## src/hw/rtl/gcbf_pkg.sv

```systemverilog
// Shared types and constants for the ghost cell boundary fill core.
// Holds the field widths, the relation, face, axis and register codes, and the config bundle.
// No dependencies.
package gcbf_pkg;

	localparam int MAX_CELLS   = 1024;
	localparam int MAX_GHOST   = 4;
	localparam int CELLS_RESET = 64;

	localparam int CELLS_W   = 11;
	localparam int IDX_W     = 10;
	localparam int GCOORD_W  = 12;
	localparam int VAL_W     = 32;
	localparam int FRAC_W    = 16;
	localparam int MODE_W    = 3;
	localparam int FACE_W    = 3;
	localparam int LAYER_W   = 3;
	localparam int COMP_W    = 3;
	localparam int CFG_IDX_W = 3;

	typedef enum logic [MODE_W-1:0] {
		MODE_DIRICHLET   = 3'd0,
		MODE_ZERO_GRAD   = 3'd1,
		MODE_NORMAL_GRAD = 3'd2,
		MODE_REFLECT     = 3'd3,
		MODE_CONVECTIVE  = 3'd4
	} mode_t;

	typedef enum logic [FACE_W-1:0] {
		FACE_XMIN = 3'd0,
		FACE_XMAX = 3'd1,
		FACE_YMIN = 3'd2,
		FACE_YMAX = 3'd3,
		FACE_ZMIN = 3'd4,
		FACE_ZMAX = 3'd5
	} face_t;

	typedef enum logic [1:0] {
		AXIS_X = 2'd0,
		AXIS_Y = 2'd1,
		AXIS_Z = 2'd2
	} axis_t;

	typedef enum logic [CFG_IDX_W-1:0] {
		CFG_CELLS_X    = 3'd0,
		CFG_CELLS_Y    = 3'd1,
		CFG_CELLS_Z    = 3'd2,
		CFG_DIST_FIRST = 3'd3,
		CFG_DIST_LATER = 3'd4
	} cfg_idx_t;

	typedef struct packed {
		logic [CELLS_W-1:0]      cells_x;
		logic [CELLS_W-1:0]      cells_y;
		logic [CELLS_W-1:0]      cells_z;
		logic signed [VAL_W-1:0] dist_first;
		logic signed [VAL_W-1:0] dist_later;
	} cfg_t;

	typedef struct packed {
		logic  error;
		axis_t axis;
	} geo_stat_t;

endpackage

```

## src/hw/rtl/gcbf_ifs.sv

```systemverilog


interface gcbf_cfg_if;
	logic                                valid;
	logic                                ready;
	logic [gcbf_pkg::CFG_IDX_W-1:0]      index;
	logic [gcbf_pkg::VAL_W-1:0]          data;

	modport source(output valid, index, data, input ready);
	modport sink(input valid, index, data, output ready);
endinterface

```

## src/hw/rtl/gcbf_cfg_regs.sv

```systemverilog
// Configuration register file: cell counts (clamped on write) and normal distances.
// Depends on gcbf_pkg and gcbf_cfg_if.
module gcbf_cfg_regs (
	input  logic            clk,
	input  logic            arst_n,
	gcbf_cfg_if.sink        cfg,
	output gcbf_pkg::cfg_t  regs
);

	logic [gcbf_pkg::CELLS_W-1:0]      cells_x_q, cells_y_q, cells_z_q;
	logic signed [gcbf_pkg::VAL_W-1:0] dist_first_q, dist_later_q;
	logic [gcbf_pkg::CELLS_W-1:0]      cells_wr;

	assign cfg.ready = 1'b1;

	always_comb begin
		if (cfg.data[gcbf_pkg::CELLS_W-1:0] > gcbf_pkg::CELLS_W'(gcbf_pkg::MAX_CELLS)) begin
			cells_wr = gcbf_pkg::CELLS_W'(gcbf_pkg::MAX_CELLS);
		end else begin
			cells_wr = cfg.data[gcbf_pkg::CELLS_W-1:0];
		end
	end

	always_ff @(posedge clk or negedge arst_n) begin
		if (!arst_n) begin
			cells_x_q    <= gcbf_pkg::CELLS_W'(gcbf_pkg::CELLS_RESET);
			cells_y_q    <= gcbf_pkg::CELLS_W'(gcbf_pkg::CELLS_RESET);
			cells_z_q    <= gcbf_pkg::CELLS_W'(gcbf_pkg::CELLS_RESET);
			dist_first_q <= '0;
			dist_later_q <= '0;
		end else if (cfg.valid) begin
			case (gcbf_pkg::cfg_idx_t'(cfg.index))
				gcbf_pkg::CFG_CELLS_X:    cells_x_q    <= cells_wr;
				gcbf_pkg::CFG_CELLS_Y:    cells_y_q    <= cells_wr;
				gcbf_pkg::CFG_CELLS_Z:    cells_z_q    <= cells_wr;
				gcbf_pkg::CFG_DIST_FIRST: dist_first_q <= cfg.data;
				gcbf_pkg::CFG_DIST_LATER: dist_later_q <= cfg.data;
				default: ;
			endcase
		end
	end

	assign regs.cells_x    = cells_x_q;
	assign regs.cells_y    = cells_y_q;
	assign regs.cells_z    = cells_z_q;
	assign regs.dist_first = dist_first_q;
	assign regs.dist_later = dist_later_q;

endmodule

```

## src/flat_wrapper.sv

```systemverilog
// flat-port wrapper written by rule: the top's interface ports become plain ports
module gcbf_cfg_regs_flat 
  (clk, arst_n, regs, cfg_valid, cfg_index, cfg_data, cfg_ready);
  gcbf_cfg_if cfg_i ();
  input  logic clk;
  input  logic arst_n;
  output gcbf_pkg::cfg_t regs;
  input wire logic [$bits(cfg_i.valid)-1:0] cfg_valid;
  input wire logic [$bits(cfg_i.index)-1:0] cfg_index;
  input wire logic [$bits(cfg_i.data)-1:0] cfg_data;
  output wire logic [$bits(cfg_i.ready)-1:0] cfg_ready;
  assign cfg_i.valid = cfg_valid;
  assign cfg_i.index = cfg_index;
  assign cfg_i.data = cfg_data;
  assign cfg_ready = cfg_i.ready;
  gcbf_cfg_regs u_core (.clk(clk), .arst_n(arst_n), .cfg(cfg_i), .regs(regs));
endmodule
```

## config.mk

```make
export PLATFORM = sky130hd
export DESIGN_NAME = gcbf_cfg_regs_flat
export DESIGN_NICKNAME = d
export VERILOG_FILES = /design/src/hw/rtl/gcbf_pkg.sv /design/src/hw/rtl/gcbf_ifs.sv /design/src/hw/rtl/gcbf_cfg_regs.sv /design/src/flat_wrapper.sv
export SDC_FILE = /design/constraint.sdc
export NUM_CORES = 1
export LEC_CHECK = 0
export ABC_AREA = 1
export ABC_CLOCK_PERIOD_IN_PS = 1400
export BUFFER_PORTS_ARGS = -buffer_cell sky130_fd_sc_hd__buf_2
export CORE_ASPECT_RATIO = 0.75
export CORE_MARGIN = 5
export CORE_UTILIZATION = 40
export DETAILED_ROUTE_END_ITERATION = 10
export PLACE_DENSITY = 0.67
export SLEW_MARGIN = 20
export SYNTH_ARGS = -nofsm -noshare
export SYNTH_HDL_FRONTEND = slang
export SYNTH_SLANG_ARGS = --single-unit
```

## constraint.sdc

```tcl
create_clock -name clk -period 1.4 [get_ports clk]
set_input_delay 0.07 -clock clk [delete_from_list [all_inputs] [get_ports clk]]
set_output_delay 0.07 -clock clk [all_outputs]
set_load 0.05 [all_outputs]
```

# Word-level counts from Yosys, hierarchy flattened
# Cells that the tools add are included.
# word_totals
register_bits	97
inputBits	38
# op_classes
n_lt_le_gt_ge	1
n_eq_ne	4
mux	1
n_reduce_logical	6
# op_table
op	n
$gt A11 B11 Y1 const B	1
$mux W11	1
$reduce_and A2 Y1	5
$eq A3 B2 Y1 const B	2
$eq A3 B1 Y1 const B	1
$eq A3 B3 Y1 const B	1
$logic_not A3 Y1	1

# Depth between registers and ports, before layout
# depth
word_depth	2
mapped_depth	8
ltp_nobuf	7

# Worst setup path before layout
# No wires, ideal clock.
# synth_path
kind	register to register
startpoint	register, netlist name u_core.cells_x_q[6]
endpoint	register u_core.cells_x_q[6] (netlist name)
t_arrival_ps	808
required_ps	1340
setup_slack_ps	531
stages_incl_launch_ff	3
n_path_buf	0
period_less_slack_ps	869
cell_sequence	dfstp_2 nand2_1 nand2_1
# synth_rtl
element	line	text
to (signal assigned)	gcbf_cfg_regs.sv:26	cells_x_q <= gcbf_pkg::CELLS_W'(gcbf_pkg::CELLS_RESET);
to (signal assigned)	gcbf_cfg_regs.sv:33	gcbf_pkg::CFG_CELLS_X: cells_x_q <= cells_wr;
to (decl)	gcbf_cfg_regs.sv:10	logic [gcbf_pkg::CELLS_W-1:0] cells_x_q, cells_y_q, cells_z_q;

# Final worst setup path
# layout_path
startpoint	input cfg_data[6]
endpoint	register u_core.cells_x_q[4] (netlist name)
# layout_between
elab_chain_len	2
# layout_lines
element	line	text
from (decl)	flat_wrapper.sv:10	input wire logic [$bits(cfg_i.data)-1:0] cfg_data;
$gt A11 B11 Y1	gcbf_cfg_regs.sv:17	if (cfg.data[gcbf_pkg::CELLS_W-1:0] > gcbf_pkg::CELLS_W'(gcbf_pkg::MAX_CELLS)) begin
$mux W11	gcbf_cfg_regs.sv:17	
# No other way between the ends.
# A chain may end at the register's enable or synchronous reset.

==> impl_metrics.tcl <==
set metrics [dict create \
    drt_wl_total_um 9560 \
    ant_nets 0 \
    fmax_mhz 790 \
    p_int_mw 5.58 \
    grt_pass1_wl_um 15800 \
    run_status "completed" \
    cts_max_level 3 \
    grt_max_degree 98 \
    cts_resized 0 \
    place_hpwl_um 6540 \
    synth_area_leaders "dfrtp_1, nand2_1, o21ai_0, o21ai_1, inv_1" \
    relSlewSlack 0.632 \
    layout.nets 592 \
    dr.first_iter.drc_count 257 \
    clk_latency_ps 330 \
    finalNonFillerCells 687 \
    critPathLaunchType "input pin" \
    cts_root_buf "clkbuf_16" \
    pre_cts_slack_ps 276 \
    cts_buffers 9 \
    critPathBufInv 3 \
    synthDominantCellAreaShare 0.620 \
    num_rows 30 \
    cts_sinks 97 \
    die-area_um2 11500 \
    die_y_um 94.3 \
    path_cells "dlygate4sd3_1 > buf_2 > nor2_1 > nand3_1 > o21bai_4 > buf_12 > nand3_1 > nand2_1" \
    ys_ff_latch 97 \
    slowest_stage "dlygate4sd3_1" \
    slowest_delay_ps 550 \
    path_common_cell "nand3_1" \
    max_cap_viol_count 0 \
    comb_power_share 0.329 \
    cp_top_family "buffers and inverters" \
    grt_pass1_vias 3141 \
    synth_fp_nets 435 \
    setup_violations 0 \
    wl_per_cell_um 13.9 \
    tns_ps 0 \
    ys_types 21 \
    syn-mean-instance-area_um2 9.55 \
    drive_gt1_frac 0.302 \
    grt_usage 0.175 \
    initial_core_util 0.414 \
    io_pins 136 \
    syn-instance-count 397 \
    die_w_um 122 \
    fin_skew_ps 0 \
    seq_power_share 0.387 \
    crit_arrival_ps 1540 \
    path_max_fanout 17 \
    peakVddDrop_uv 828 \
    hold_viol 0 \
    drt_first_pass_iters 4 \
    areaGrowthSynthToFinish_pct 35.4 \
    via_count 3135 \
    crit_required_ps 1670 \
    cts_tree "built" \
    coreArea_um2 9160 \
    hp-class "input pin to register" \
    viasPerCell 4.56 \
    worstMarginPinSlew_ps 552 \
    power_mw 9.25 \
    slew_viol_final 0 \
    clk_pin_slew_ps 60 \
    gp_congestion 0.789 \
    fin_crit_ps 1270 \
    cts_max_path_buffers 2 \
    leakage_nw 2.88 \
    drc 0 \
    clkPwrFrac 0.283 \
    netlist_area_um2 3790 \
    yosysWarnings 0 \
    power_density_nw_per_um2 1800 \
    worstSetupPathType "input pin to register" \
    dp_cells 647 \
    io_buffers 134 \
    end_kind "register" \
    worst_slack_ps 133 \
    rsz0062_at_grt "false" \
    switching_share 0.396 \
    grt-ovfl-total 0 \
    antennaDiodeCount 0 \
    p_switching_mw 3.67 \
    yosysTopAreaCell "dfrtp_1" \
    timing.hold.ws_ps 20.4 \
    fin_crit_sh 0.905 \
    seq_area_frac_synth 0.641 \
    antenna_found_initial 0 \
]
[tightest hold or removal path: stages]
cell and delay (ps):
buf_2 130, nand3_1 80, nand2_1 40
[stage by stage]
stage          area (um^2)   util
6_report              5130  0.561
5_1_grt               5130  0.561
4_1_cts               5110  0.558
3_5_place_dp          4560  0.498
3_3_place_gp          4560  0.498
2_1_floorplan         3790      -
[kinds of logic (layout without fill, tap and decap cells)]
group,count (synthesis),in the layout,synth area share
compound gates,68,68,0.0973
buf+inv,56,218,0.0732
flops,97,97,0.641
other cells,1,1,0.000989
simple gates,175,175,0.187
[registers in the layout, indices dropped and copies added (netlist names)]
signal,cells
u_core.dist_later_q,32
u_core.cells_x_q,11
u_core.dist_first_q,32
u_core.cells_y_q,11
u_core.cells_z_q,11
[path summary, 6_finish.rpt]
| check | start | end | slack (ps) | depth (start not counted) |
|---|---|---|---|---|
| worst max-delay path | cfg_data[6] | u_core.cells_x_q[4] | 130 | 8 |
| worst min-delay path | cfg_data[7] | u_core.cells_y_q[7] | 20 | 3 |
| worst max register to register | u_core.cells_y_q[6] | u_core.cells_y_q[6] | 680 | 2 |
| worst min register to register | u_core.cells_z_q[6] | u_core.cells_z_q[6] | 470 | 2 |
| max in group asynchronous | arst_n | u_core.dist_later_q[26] | 670 | 3 |
| min in group asynchronous | arst_n | u_core.cells_x_q[4] | 330 | 3 |
[synthesized netlist by cell type]
library cell / n
conb_1: 1
o21bai_4: 1
o21ai_2: 4
nand3_2: 2
o21ai_1: 31
inv_1: 35
nor2_1: 9
nand3_1: 20
clkinv_1: 2
nor2_4: 1
o21ai_0: 32
dfstp_2: 3
inv_2: 1
clkbuf_1: 3
buf_2: 6
nand2_1: 141
buf_4: 2
dfrtp_1: 94
buf_6: 7
nor3_2: 1
nor2_2: 1
[power groups by stage]
stage / sequential [mW] / combinational [mW] / clock (mW)
finish: 3.58 / 3.05 / 2.62
global route: 3.65 / 3.24 / 2.81
CTS: 3.58 / 3.07 / 2.71
detailed placement: 3.62 / 3.02 / 0
global placement: 3.61 / 2.98 / 0
floorplan: 5.34 / 0.478 / 0
[timing repair]
action	4_1_cts	5_1_grt
hold buffers	23	0
buffers inserted	0	1
setup endpoints to repair	0	13
hold endpoints to repair	128	0
[layout by cell type, fill, tap and decap left out, types with 2 or more instances in the layout]
cell	instances
nand2_1	141
nand3_1	20
clkbuf_16	9
nor2_1	9
clkinv_4	2
clkinv_1	2
bufinv_16	2
buf_4	5
dfrtp_1	94
o21ai_0	32
dlygate4sd3_1	23
o21ai_1	31
dfstp_2	3
clkbuf_1	2
buf_12	3
buf_2	133
nand3_2	2
inv_1	35
o21ai_2	4
[layout make-up]
| type | instances | area, um^2 |
|---|---|---|
| Fill cell | 854 | 4020 |
| Inverter | 38 | 143 |
| Sequential cell | 97 | 2430 |
| Tap cell | 128 | 160 |
| Multi-Input combinational cell | 244 | 1080 |
| Clock buffer | 12 | 246 |
| Clock inverter | 4 | 77.6 |
| Timing Repair Buffer | 164 | 993 |
[routing by layer]
| metal | up-vias | part of all wire | global-route usage |
|---|---|---|---|
| met5 | - | 0 | 0 |
| li1 | 1565 | - | - |
| met1 | 1477 | 0.45 | 0.234 |
| met4 | 0 | 0.0047 | 0.0559 |
| met2 | 91 | 0.48 | 0.279 |
| met3 | 2 | 0.060 | 0.0458 |
Note: power is estimated with default switching activity, not from simulation.
