[src/hw/rtl/gcbf_pkg.sv]
// Shared types and constants for the ghost cell boundary fill core.
// Holds the field widths, the relation, face, axis and register codes, and the config bundle.
// No dependencies.
package gcbf_pkg;

	localparam int MAX_CELLS   = 1024;
	localparam int MAX_GHOST   = 4;
	localparam int CELLS_RESET = 64;

	localparam int CELLS_W   = 11;
	localparam int IDX_W     = 10;
	localparam int GCOORD_W  = 12;
	localparam int VAL_W     = 32;
	localparam int FRAC_W    = 16;
	localparam int MODE_W    = 3;
	localparam int FACE_W    = 3;
	localparam int LAYER_W   = 3;
	localparam int COMP_W    = 3;
	localparam int CFG_IDX_W = 3;

	typedef enum logic [MODE_W-1:0] {
		MODE_DIRICHLET   = 3'd0,
		MODE_ZERO_GRAD   = 3'd1,
		MODE_NORMAL_GRAD = 3'd2,
		MODE_REFLECT     = 3'd3,
		MODE_CONVECTIVE  = 3'd4
	} mode_t;

	typedef enum logic [FACE_W-1:0] {
		FACE_XMIN = 3'd0,
		FACE_XMAX = 3'd1,
		FACE_YMIN = 3'd2,
		FACE_YMAX = 3'd3,
		FACE_ZMIN = 3'd4,
		FACE_ZMAX = 3'd5
	} face_t;

	typedef enum logic [1:0] {
		AXIS_X = 2'd0,
		AXIS_Y = 2'd1,
		AXIS_Z = 2'd2
	} axis_t;

	typedef enum logic [CFG_IDX_W-1:0] {
		CFG_CELLS_X    = 3'd0,
		CFG_CELLS_Y    = 3'd1,
		CFG_CELLS_Z    = 3'd2,
		CFG_DIST_FIRST = 3'd3,
		CFG_DIST_LATER = 3'd4
	} cfg_idx_t;

	typedef struct packed {
		logic [CELLS_W-1:0]      cells_x;
		logic [CELLS_W-1:0]      cells_y;
		logic [CELLS_W-1:0]      cells_z;
		logic signed [VAL_W-1:0] dist_first;
		logic signed [VAL_W-1:0] dist_later;
	} cfg_t;

	typedef struct packed {
		logic  error;
		axis_t axis;
	} geo_stat_t;

endpackage

[src/hw/rtl/gcbf_coord.sv]
// Coordinate unit: request check, interior source cell and ghost destination cell.
// Depends on gcbf_pkg.
module gcbf_coord (
	input  logic [gcbf_pkg::MODE_W-1:0]          mode,
	input  logic [gcbf_pkg::FACE_W-1:0]          face,
	input  logic [gcbf_pkg::LAYER_W-1:0]         layer,
	input  logic [gcbf_pkg::IDX_W-1:0]           inner,
	input  logic [gcbf_pkg::IDX_W-1:0]           outer,
	input  gcbf_pkg::cfg_t                       regs,
	output logic [gcbf_pkg::IDX_W-1:0]           source_x,
	output logic [gcbf_pkg::IDX_W-1:0]           source_y,
	output logic [gcbf_pkg::IDX_W-1:0]           source_z,
	output logic signed [gcbf_pkg::GCOORD_W-1:0] ghost_x,
	output logic signed [gcbf_pkg::GCOORD_W-1:0] ghost_y,
	output logic signed [gcbf_pkg::GCOORD_W-1:0] ghost_z,
	output gcbf_pkg::geo_stat_t                  stat
);

	logic [gcbf_pkg::CELLS_W-1:0]         nn, ni, no;
	gcbf_pkg::axis_t                      axis;
	logic                                 bad;
	logic [gcbf_pkg::CELLS_W-1:0]         layer_w;
	logic [gcbf_pkg::CELLS_W-1:0]         s_norm_w;
	logic [gcbf_pkg::IDX_W-1:0]           s_norm;
	logic signed [gcbf_pkg::GCOORD_W-1:0] g_norm;
	logic [gcbf_pkg::GCOORD_W-1:0]        layer_g;

	assign layer_w = gcbf_pkg::CELLS_W'(layer);
	assign layer_g = gcbf_pkg::GCOORD_W'(layer);

	always_comb begin
		case (gcbf_pkg::face_t'(face))
			gcbf_pkg::FACE_XMIN, gcbf_pkg::FACE_XMAX: begin
				axis = gcbf_pkg::AXIS_X;
				nn   = regs.cells_x;
				ni   = regs.cells_y;
				no   = regs.cells_z;
			end
			gcbf_pkg::FACE_YMIN, gcbf_pkg::FACE_YMAX: begin
				axis = gcbf_pkg::AXIS_Y;
				nn   = regs.cells_y;
				ni   = regs.cells_x;
				no   = regs.cells_z;
			end
			default: begin
				axis = gcbf_pkg::AXIS_Z;
				nn   = regs.cells_z;
				ni   = regs.cells_x;
				no   = regs.cells_y;
			end
		endcase
	end

	assign bad = (mode > gcbf_pkg::MODE_CONVECTIVE) || (face > gcbf_pkg::FACE_ZMAX) ||
		(layer == '0) || (int'(layer) > gcbf_pkg::MAX_GHOST) || (layer_w > nn) ||
		(gcbf_pkg::CELLS_W'(inner) >= ni) || (gcbf_pkg::CELLS_W'(outer) >= no);

	// face[0] marks the high side of an axis
	assign s_norm_w = face[0] ? (nn - layer_w) : (layer_w - gcbf_pkg::CELLS_W'(1));
	assign s_norm   = s_norm_w[gcbf_pkg::IDX_W-1:0];
	assign g_norm   = face[0] ? (gcbf_pkg::GCOORD_W'(nn) - gcbf_pkg::GCOORD_W'(1) + layer_g)
		: (gcbf_pkg::GCOORD_W'(0) - layer_g);

	always_comb begin
		source_x = inner;
		source_y = outer;
		source_z = s_norm;
		ghost_x  = gcbf_pkg::GCOORD_W'(inner);
		ghost_y  = gcbf_pkg::GCOORD_W'(outer);
		ghost_z  = g_norm;
		case (axis)
			gcbf_pkg::AXIS_X: begin
				source_x = s_norm;
				source_y = inner;
				source_z = outer;
				ghost_x  = g_norm;
				ghost_y  = gcbf_pkg::GCOORD_W'(inner);
				ghost_z  = gcbf_pkg::GCOORD_W'(outer);
			end
			gcbf_pkg::AXIS_Y: begin
				source_x = inner;
				source_y = s_norm;
				source_z = outer;
				ghost_x  = gcbf_pkg::GCOORD_W'(inner);
				ghost_y  = g_norm;
				ghost_z  = gcbf_pkg::GCOORD_W'(outer);
			end
			default: ;
		endcase
		if (bad) begin
			source_x = '0;
			source_y = '0;
			source_z = '0;
			ghost_x  = '0;
			ghost_y  = '0;
			ghost_z  = '0;
		end
	end

	assign stat.error = bad;
	assign stat.axis  = axis;

endmodule

[config.mk]
export PLATFORM = sky130hd
export DESIGN_NAME = gcbf_coord
export DESIGN_NICKNAME = d
export VERILOG_FILES = /design/src/hw/rtl/gcbf_pkg.sv /design/src/hw/rtl/gcbf_coord.sv
export SDC_FILE = /design/constraint.sdc
export NUM_CORES = 1
export LEC_CHECK = 0
export BUFFER_PORTS_ARGS = -buffer_cell sky130_fd_sc_hd__buf_2
export CAP_MARGIN = 5
export CELL_PAD_IN_SITES_DETAIL_PLACEMENT = 0
export CELL_PAD_IN_SITES_GLOBAL_PLACEMENT = 1
export CORE_ASPECT_RATIO = 1.4
export CORE_MARGIN = 8
export CORE_UTILIZATION = 32
export DETAILED_ROUTE_END_ITERATION = 12
export PLACE_DENSITY = 0.88
export SYNTH_ARGS = -nofsm -noshare
export SYNTH_HDL_FRONTEND = slang
export SYNTH_SLANG_ARGS = --single-unit
[constraint.sdc]
create_clock -name vclk -period 12.8
set_input_delay 2.56 -clock vclk [all_inputs]
set_output_delay 2.56 -clock vclk [all_outputs]
set_load 0.01 [all_outputs]
Word-level counts from Yosys, hierarchy flattened
Cells that the tools add are included.
{"block": "totals", "regBits": 0, "inputBits": 126, "out_inout_bits": 69, "elab_cells": 46}
{"block": "classes", "n_addsub": 5, "magnitude_cmp": 6, "n_eq_ne": 4, "n_mux": 18, "reduce_logical": 13}
{"operator": "$mux W12", "count": 6}
{"operator": "$mux W10", "count": 6}
{"operator": "$pmux W12 S2", "count": 1}
{"operator": "$ge A10 B11 Y1", "count": 2}
{"operator": "$mux W11", "count": 2}
{"operator": "$pmux W11 S2", "count": 1}
{"operator": "$pmux W10 S2", "count": 1}
{"operator": "$add A12 B3 Y12", "count": 1}
{"operator": "$sub A11 B1 Y12 const B", "count": 1}
{"operator": "$gt A3 B11 Y1", "count": 1}
{"operator": "$sub A10 B3 Y10", "count": 1}
{"operator": "$gt A3 B3 Y1 const B", "count": 3}
{"operator": "$eq A3 B2 Y1 const B", "count": 2}
{"operator": "$logic_not A3 Y1", "count": 2}
{"operator": "$logic_or A1 B1 Y1", "count": 6}
{"operator": "$reduce_or A2 Y1", "count": 3}
{"operator": "$pmux W2 S2", "count": 1}
{"operator": "$reduce_or A4 Y1", "count": 1}
{"operator": "$sub A1 B3 Y4 const A", "count": 1}
{"operator": "$sub A3 B1 Y4 const B", "count": 1}
{"operator": "$eq A3 B1 Y1 const B", "count": 1}
{"operator": "$eq A2 B1 Y1 const B", "count": 1}
{"operator": "$logic_not A2 Y1", "count": 1}

Logic depth before layout (Yosys ltp)
{"block": "depth", "ltp_word": 8, "depth_mapped": 16, "depth_no_buf": 12}

Worst setup path before layout
OpenSTA, ideal clock, no wires.
{"block": "synth_path", "path_kind": "input -> output", "startpoint": "input port face[2] (netlist name)", "endpoint": "output port ghost_x[11] (netlist name)", "arrival_ns": 5.876, "t_required_ns": 10.240, "slack_ns": 4.364, "cell_stages": 14, "n_path_buf": 4, "cell_sequence": "buf_2 buf_2 buf_2 buf_1 o21ai_0 ha_1 inv_1 fa_1 nor2b_1 o21ai_0 a21oi_1 a311oi_1 xor2_1 a2111oi_0"}
{"block": "synth_between", "elab_chain_cells": 8, "elab_cells_between_ends": 27, "cone_classes": "add/sub (2); order compare (4); eq/ne (3); mux (7); reduce/logical (11)"}
{"element": "from (decl)", "line_no": "gcbf_coord.sv:5", "rtl": "input logic [gcbf_pkg::FACE_W-1:0] face,"}
{"element": "$eq A3 B2 Y1 (tied with other cells)", "line_no": "gcbf_coord.sv:32", "rtl": "case (gcbf_pkg::face_t'(face))"}
{"element": "$reduce_or A2 Y1 or $logic_or A1 B1 Y1 (tied branches)", "line_no": "gcbf_coord.sv:32, gcbf_coord.sv:54"}
{"element": "$pmux W11 S2 or $logic_or A1 B1 Y1 (tied branches)", "line_no": "gcbf_coord.sv:32, gcbf_coord.sv:54"}
{"element": "$sub A11 B1 Y12 (tied with other cells)", "line_no": "gcbf_coord.sv:61", "rtl": "assign g_norm = face[0] ? (gcbf_pkg::GCOORD_W'(nn) - gcbf_pkg::GCOORD_W'(1) + layer_g)"}
{"element": "$add A12 B3 Y12 or $logic_or A1 B1 Y1 (tied branches)", "line_no": "gcbf_coord.sv:61, gcbf_coord.sv:55"}
{"element": "$mux W12 or $logic_or A1 B1 Y1 (tied branches)", "line_no": "gcbf_coord.sv:61, gcbf_coord.sv:55"}
{"element": "$mux W12 or $logic_or A1 B1 Y1 (tied branches)", "line_no": "gcbf_coord.sv:71, gcbf_coord.sv:56"}
{"element": "$mux W12 *", "line_no": "gcbf_coord.sv:90", "rtl": "if (bad) begin"}
{"element": "to (decl)", "line_no": "gcbf_coord.sv:13", "rtl": "output logic signed [gcbf_pkg::GCOORD_W-1:0] ghost_x,"}
Mark *: on every way between the ends. The rest lies on a longest branch, timed or not.

Worst setup path in the final report
Ends and elaborated chain as after synthesis.

==> report_table.html <==
<table>
<tr><th>Metric</th><th>Value</th></tr>
<tr><th colspan="2">Cells and area</th></tr>
<tr><td>Final layout net count</td><td>777</td></tr>
<tr><td>Ant diodes</td><td>0</td></tr>
<tr><td>Layout cell share with drive strength beyond 1</td><td>roughly 25%</td></tr>
<tr><td>Storage cell area</td><td>0 um^2</td></tr>
<tr><td>Leading cell type in the layout, fill and taps excluded</td><td>buf_2</td></tr>
<tr><td>Layout overhead on the synthesized area</td><td>21.93%</td></tr>
<tr><td>Final core occ</td><td>39.85%</td></tr>
<tr><td>Clk_buf instances</td><td>0</td></tr>
<tr><td>Most used cells in the layout excluding fill and tap cells</td><td>buf_2, nand2_1, a21oi_1</td></tr>
<tr><td>Count of flip-flops and latches</td><td>0</td></tr>
<tr><td>Final non-filler cell total</td><td>between 700 and 800</td></tr>
<tr><th colspan="2">CTS</th></tr>
<tr><td>Hold-fix buffers at CTS</td><td>0</td></tr>
<tr><td>Post-CTS Setup Inserts</td><td>0</td></tr>
<tr><td>CTS-repair resized insts</td><td>0</td></tr>
<tr><th colspan="2">Timing</th></tr>
<tr><td>Setup-failing EPs final</td><td>0</td></tr>
<tr><td>F_max</td><td>0.1037 GHz</td></tr>
<tr><td>Worst rel slew slack</td><td>around 44%</td></tr>
<tr><td>Unrepaired setup endpoints after global routing</td><td>no</td></tr>
<tr><td>Final-report max-slew violation count</td><td>0</td></tr>
<tr><td>Final Hold Slack</td><td>about 5.5 ns</td></tr>
<tr><td>Final min period</td><td>~9.6 ns</td></tr>
<tr><td>Setup TNS</td><td>0 ns</td></tr>
<tr><td>Worst slew pin tran</td><td>between 0.8 and 0.9 ns</td></tr>
<tr><td>Final hold violations</td><td>0</td></tr>
<tr><td>Final Cycle Share</td><td>approximately three quarters</td></tr>
<tr><th colspan="2">Placement</th></tr>
<tr><td># placed instances</td><td>about 730</td></tr>
<tr><td>Number of port buffers</td><td>131</td></tr>
<tr><td>Final RePlAce weighted congestion</td><td>roughly 0.87</td></tr>
<tr><td>Detailed Place HPWL</td><td>between 10000 and 15000 um</td></tr>
<tr><th colspan="2">Floorplan</th></tr>
<tr><td>DIE AREA</td><td>13630 um^2</td></tr>
<tr><td>Die height</td><td>135.0 um</td></tr>
<tr><td>Effective utilization at floorplan</td><td>between 30% and 40%</td></tr>
<tr><td>Width of the die</td><td>about 100 um</td></tr>
<tr><td>Core area</td><td>9899 um^2</td></tr>
<tr><td>Io pins</td><td>195</td></tr>
<tr><td>Site row count</td><td>between 40 and 50</td></tr>
<tr><th colspan="2">GRT</th></tr>
<tr><td>Wire length of the first global-routing pass</td><td>20390 um</td></tr>
<tr><td>Number of global-route vias before repair</td><td>just over 4000</td></tr>
<tr><td>Busiest layer in global routing</td><td>met2</td></tr>
<tr><td>Antenna violations before repair</td><td>0</td></tr>
<tr><td>Met2 track utilization from global routing</td><td>about 34%</td></tr>
<tr><td>Overall track demand over capacity in global routing</td><td>18.01%</td></tr>
<tr><td>GR met1 Demand/Resource</td><td>between 20% and 30%</td></tr>
<tr><td>Met3 capacity usage during global routing</td><td>under 10%</td></tr>
<tr><td>Largest net degree at the start of global routing</td><td>64</td></tr>
<tr><td>Residual overflow from global routing</td><td>0</td></tr>
<tr><th colspan="2">Logic synthesis</th></tr>
<tr><td>Fraction of the mapped netlist area in adder cells</td><td>between 20% and 30%</td></tr>
<tr><td>Sequential element share of the synthesized area</td><td>0%</td></tr>
<tr><td>Main combinational cell family by area after synthesis</td><td>compound AO/OA/AOI/OAI gates</td></tr>
<tr><td>Number of different library cells in the post-synthesis netlist</td><td>61</td></tr>
<tr><td>Average instance area after synthesis</td><td>~6.5 um^2</td></tr>
<tr><td>Portion of netlist area occupied by mux cells</td><td>13.81%</td></tr>
<tr><td>Post-Syn Area</td><td>3236 um^2</td></tr>
<tr><td>XOR/XNOR Fraction of Synth Area</td><td>under 10%</td></tr>
<tr><td>Share of the synthesized area in compound gates (AO/OA/AOI/OAI)</td><td>between 20% and 30%</td></tr>
<tr><td>Basic-gate share of the synthesized area counting and, or, nand and nor cells</td><td>~25%</td></tr>
<tr><td>Synthesized netlist net count</td><td>just under 700</td></tr>
<tr><td>Yosys warning count</td><td>0</td></tr>
<tr><td>Cell count after synthesis</td><td>about 500</td></tr>
<tr><th colspan="2">Power and ir drop</th></tr>
<tr><td>Worst IR drop on VDD</td><td>0.01117 mV</td></tr>
<tr><td>Pwr dens</td><td>roughly 48 nW/um^2</td></tr>
<tr><td>Static leakage power</td><td>about 2.1 nW</td></tr>
<tr><th colspan="2">Route</th></tr>
<tr><td>Number of design rule violations left after detail routing</td><td>0</td></tr>
<tr><td>Final wirelength</td><td>about 13000 um</td></tr>
<tr><td>Post-detailed-route wirelength per cell</td><td>17.77 um</td></tr>
<tr><td>Vias post-DR</td><td>4083</td></tr>
<tr><td>Vias per Instance</td><td>roughly 5.6</td></tr>
<tr><td>Antenna Nets Post-Route</td><td>0</td></tr>
<tr><td>Iteration-0 DRC count of the detailed router</td><td>282</td></tr>
<tr><td>1st-pass router iterations</td><td>6</td></tr>
<tr><th colspan="2">Critical path</th></tr>
<tr><td>Critical Path Max Stage Delay</td><td>0.69 ns</td></tr>
<tr><td>Critical-path maximum fanout</td><td>63</td></tr>
<tr><td>Slowest library cell on the worst path</td><td>nand4bb_2</td></tr>
<tr><td>CP Data Arrival Time</td><td>slightly above 7 ns</td></tr>
<tr><td>Cell-by-cell trace of the critical path</td><td>buf_2, buf_4, inv_2, mux2i_2, ha_1, and4b_1, nand4_1, o21ai_1, nand4bb_2, buf_4, a2111oi_0, buf_2</td></tr>
<tr><td>Classification of the worst setup path</td><td>input port to output port</td></tr>
<tr><td>Critical path launch point type</td><td>input port</td></tr>
<tr><td>Crit path required time</td><td>10.24 ns</td></tr>
<tr><td>Crit end category</td><td>output port</td></tr>
<tr><th colspan="2">Status</th></tr>
<tr><td>Outcome</td><td>finished, final reports clean</td></tr>
<tr><th colspan="2">Min path</th></tr>
<tr><td>Class of the most critical hold timing path</td><td>input port to output port</td></tr>
<tr><th colspan="2">Flow run</th></tr>
<tr><td>Reported max-cap violation count</td><td>0</td></tr>
</table>
==> cell families (layout without fill, tap and decap cells) <==
| group | after synthesis | count (layout) |
|---|---|---|
| simple gates | 173 | 173 |
| compound gates | 157 | 157 |
| buf+inv | 62 | 164 |
| fa+ha+maj | 53 | 53 |
| mux | 42 | 42 |
| xor+xnor | 7 | 7 |
==> worst max-delay path, delay by kind of cell <==
kind | cells | cell delay, ns
buffers and inverters | 5 | 2.16
and+or+nand+nor | 3 | 0.99
AOI/OAI and AO/OA | 2 | 0.56
muxes | 1 | 0.49
adders and majority gates | 1 | 0.27
==> through the flow <==
stage	setup WS, ns	total power, mW	instance area, um^2
detailed placement	3.194	0.1861	3945
floorplan	4.365	0.1270	3236
global route	2.741	0.2095	3945
finish	3.159	0.1878	3945
global placement	3.285	0.1828	3945
CTS	3.201	0.1869	3945
==> report_power, final <==
part / leakage, nW / switching (mW) / internal, mW
Sequential: 0 / 0 / 0
Clock: 0 / 0 / 0
Combinational: 2.07 / 0.116 / 0.0713
==> area by class of cell <==
class,instances,area [um^2]
Fill cell,1134,5954
Inverter,28,105.1
Multi-Input combinational cell,432,2978
Tap cell,135,168.9
Timing Repair Buffer,136,693.2
==> cell usage after synthesis, types with 2 or more instances <==
library cell / count / area share [%]
o21ai_0: 27 / 4.2
xnor2_1: 2 / 0.54
ha_1: 51 / 20
a211oi_1: 12 / 2.8
o211ai_1: 4 / 0.93
mux2_1: 2 / 0.70
nor4_1: 4 / 0.77
a311oi_1: 3 / 0.81
nand2b_1: 6 / 1.2
nor2_1: 39 / 4.5
fa_1: 2 / 1.2
a21o_1: 6 / 1.4
mux2_2: 2 / 0.70
buf_4: 4 / 0.93
xor2_1: 5 / 1.4
a2111oi_2: 2 / 0.93
and3_1: 3 / 0.58
clkbuf_1: 13 / 1.5
nand4_1: 9 / 1.7
a2111oi_0: 2 / 0.54
nand3_1: 9 / 1.4
a22oi_1: 2 / 0.46
nor3_1: 13 / 2.0
a21oi_1: 65 / 10
o21ai_1: 6 / 0.93
mux2i_1: 35 / 11
a31oi_1: 3 / 0.58
a221oi_1: 7 / 1.9
or3_1: 2 / 0.39
a21boi_0: 3 / 0.70
o21a_1: 6 / 1.4
buf_2: 12 / 1.9
nor2b_1: 8 / 1.5
nand2_1: 67 / 7.8
nor4b_1: 2 / 0.54
buf_1: 5 / 0.58
inv_1: 26 / 3.0
and4b_1: 2 / 0.62
==> final timing paths <==
kind | cells past startpoint | end | slack [ns] | from
worst max-delay path | 12 | ghost_x[11] | 3.16 | face[2]
worst min-delay path | 4 | source_x[4] | 5.50 | inner[4]
==> layer usage <==
layer  part of all wire (%)  vias to the layer above
li1                       -                     2005
met1                     39                     1907
met2                     52                      143
met3                    6.5                       28
met4                    2.8                        0
met5                      0                        -
Note: power is estimated with default switching activity, not from simulation.
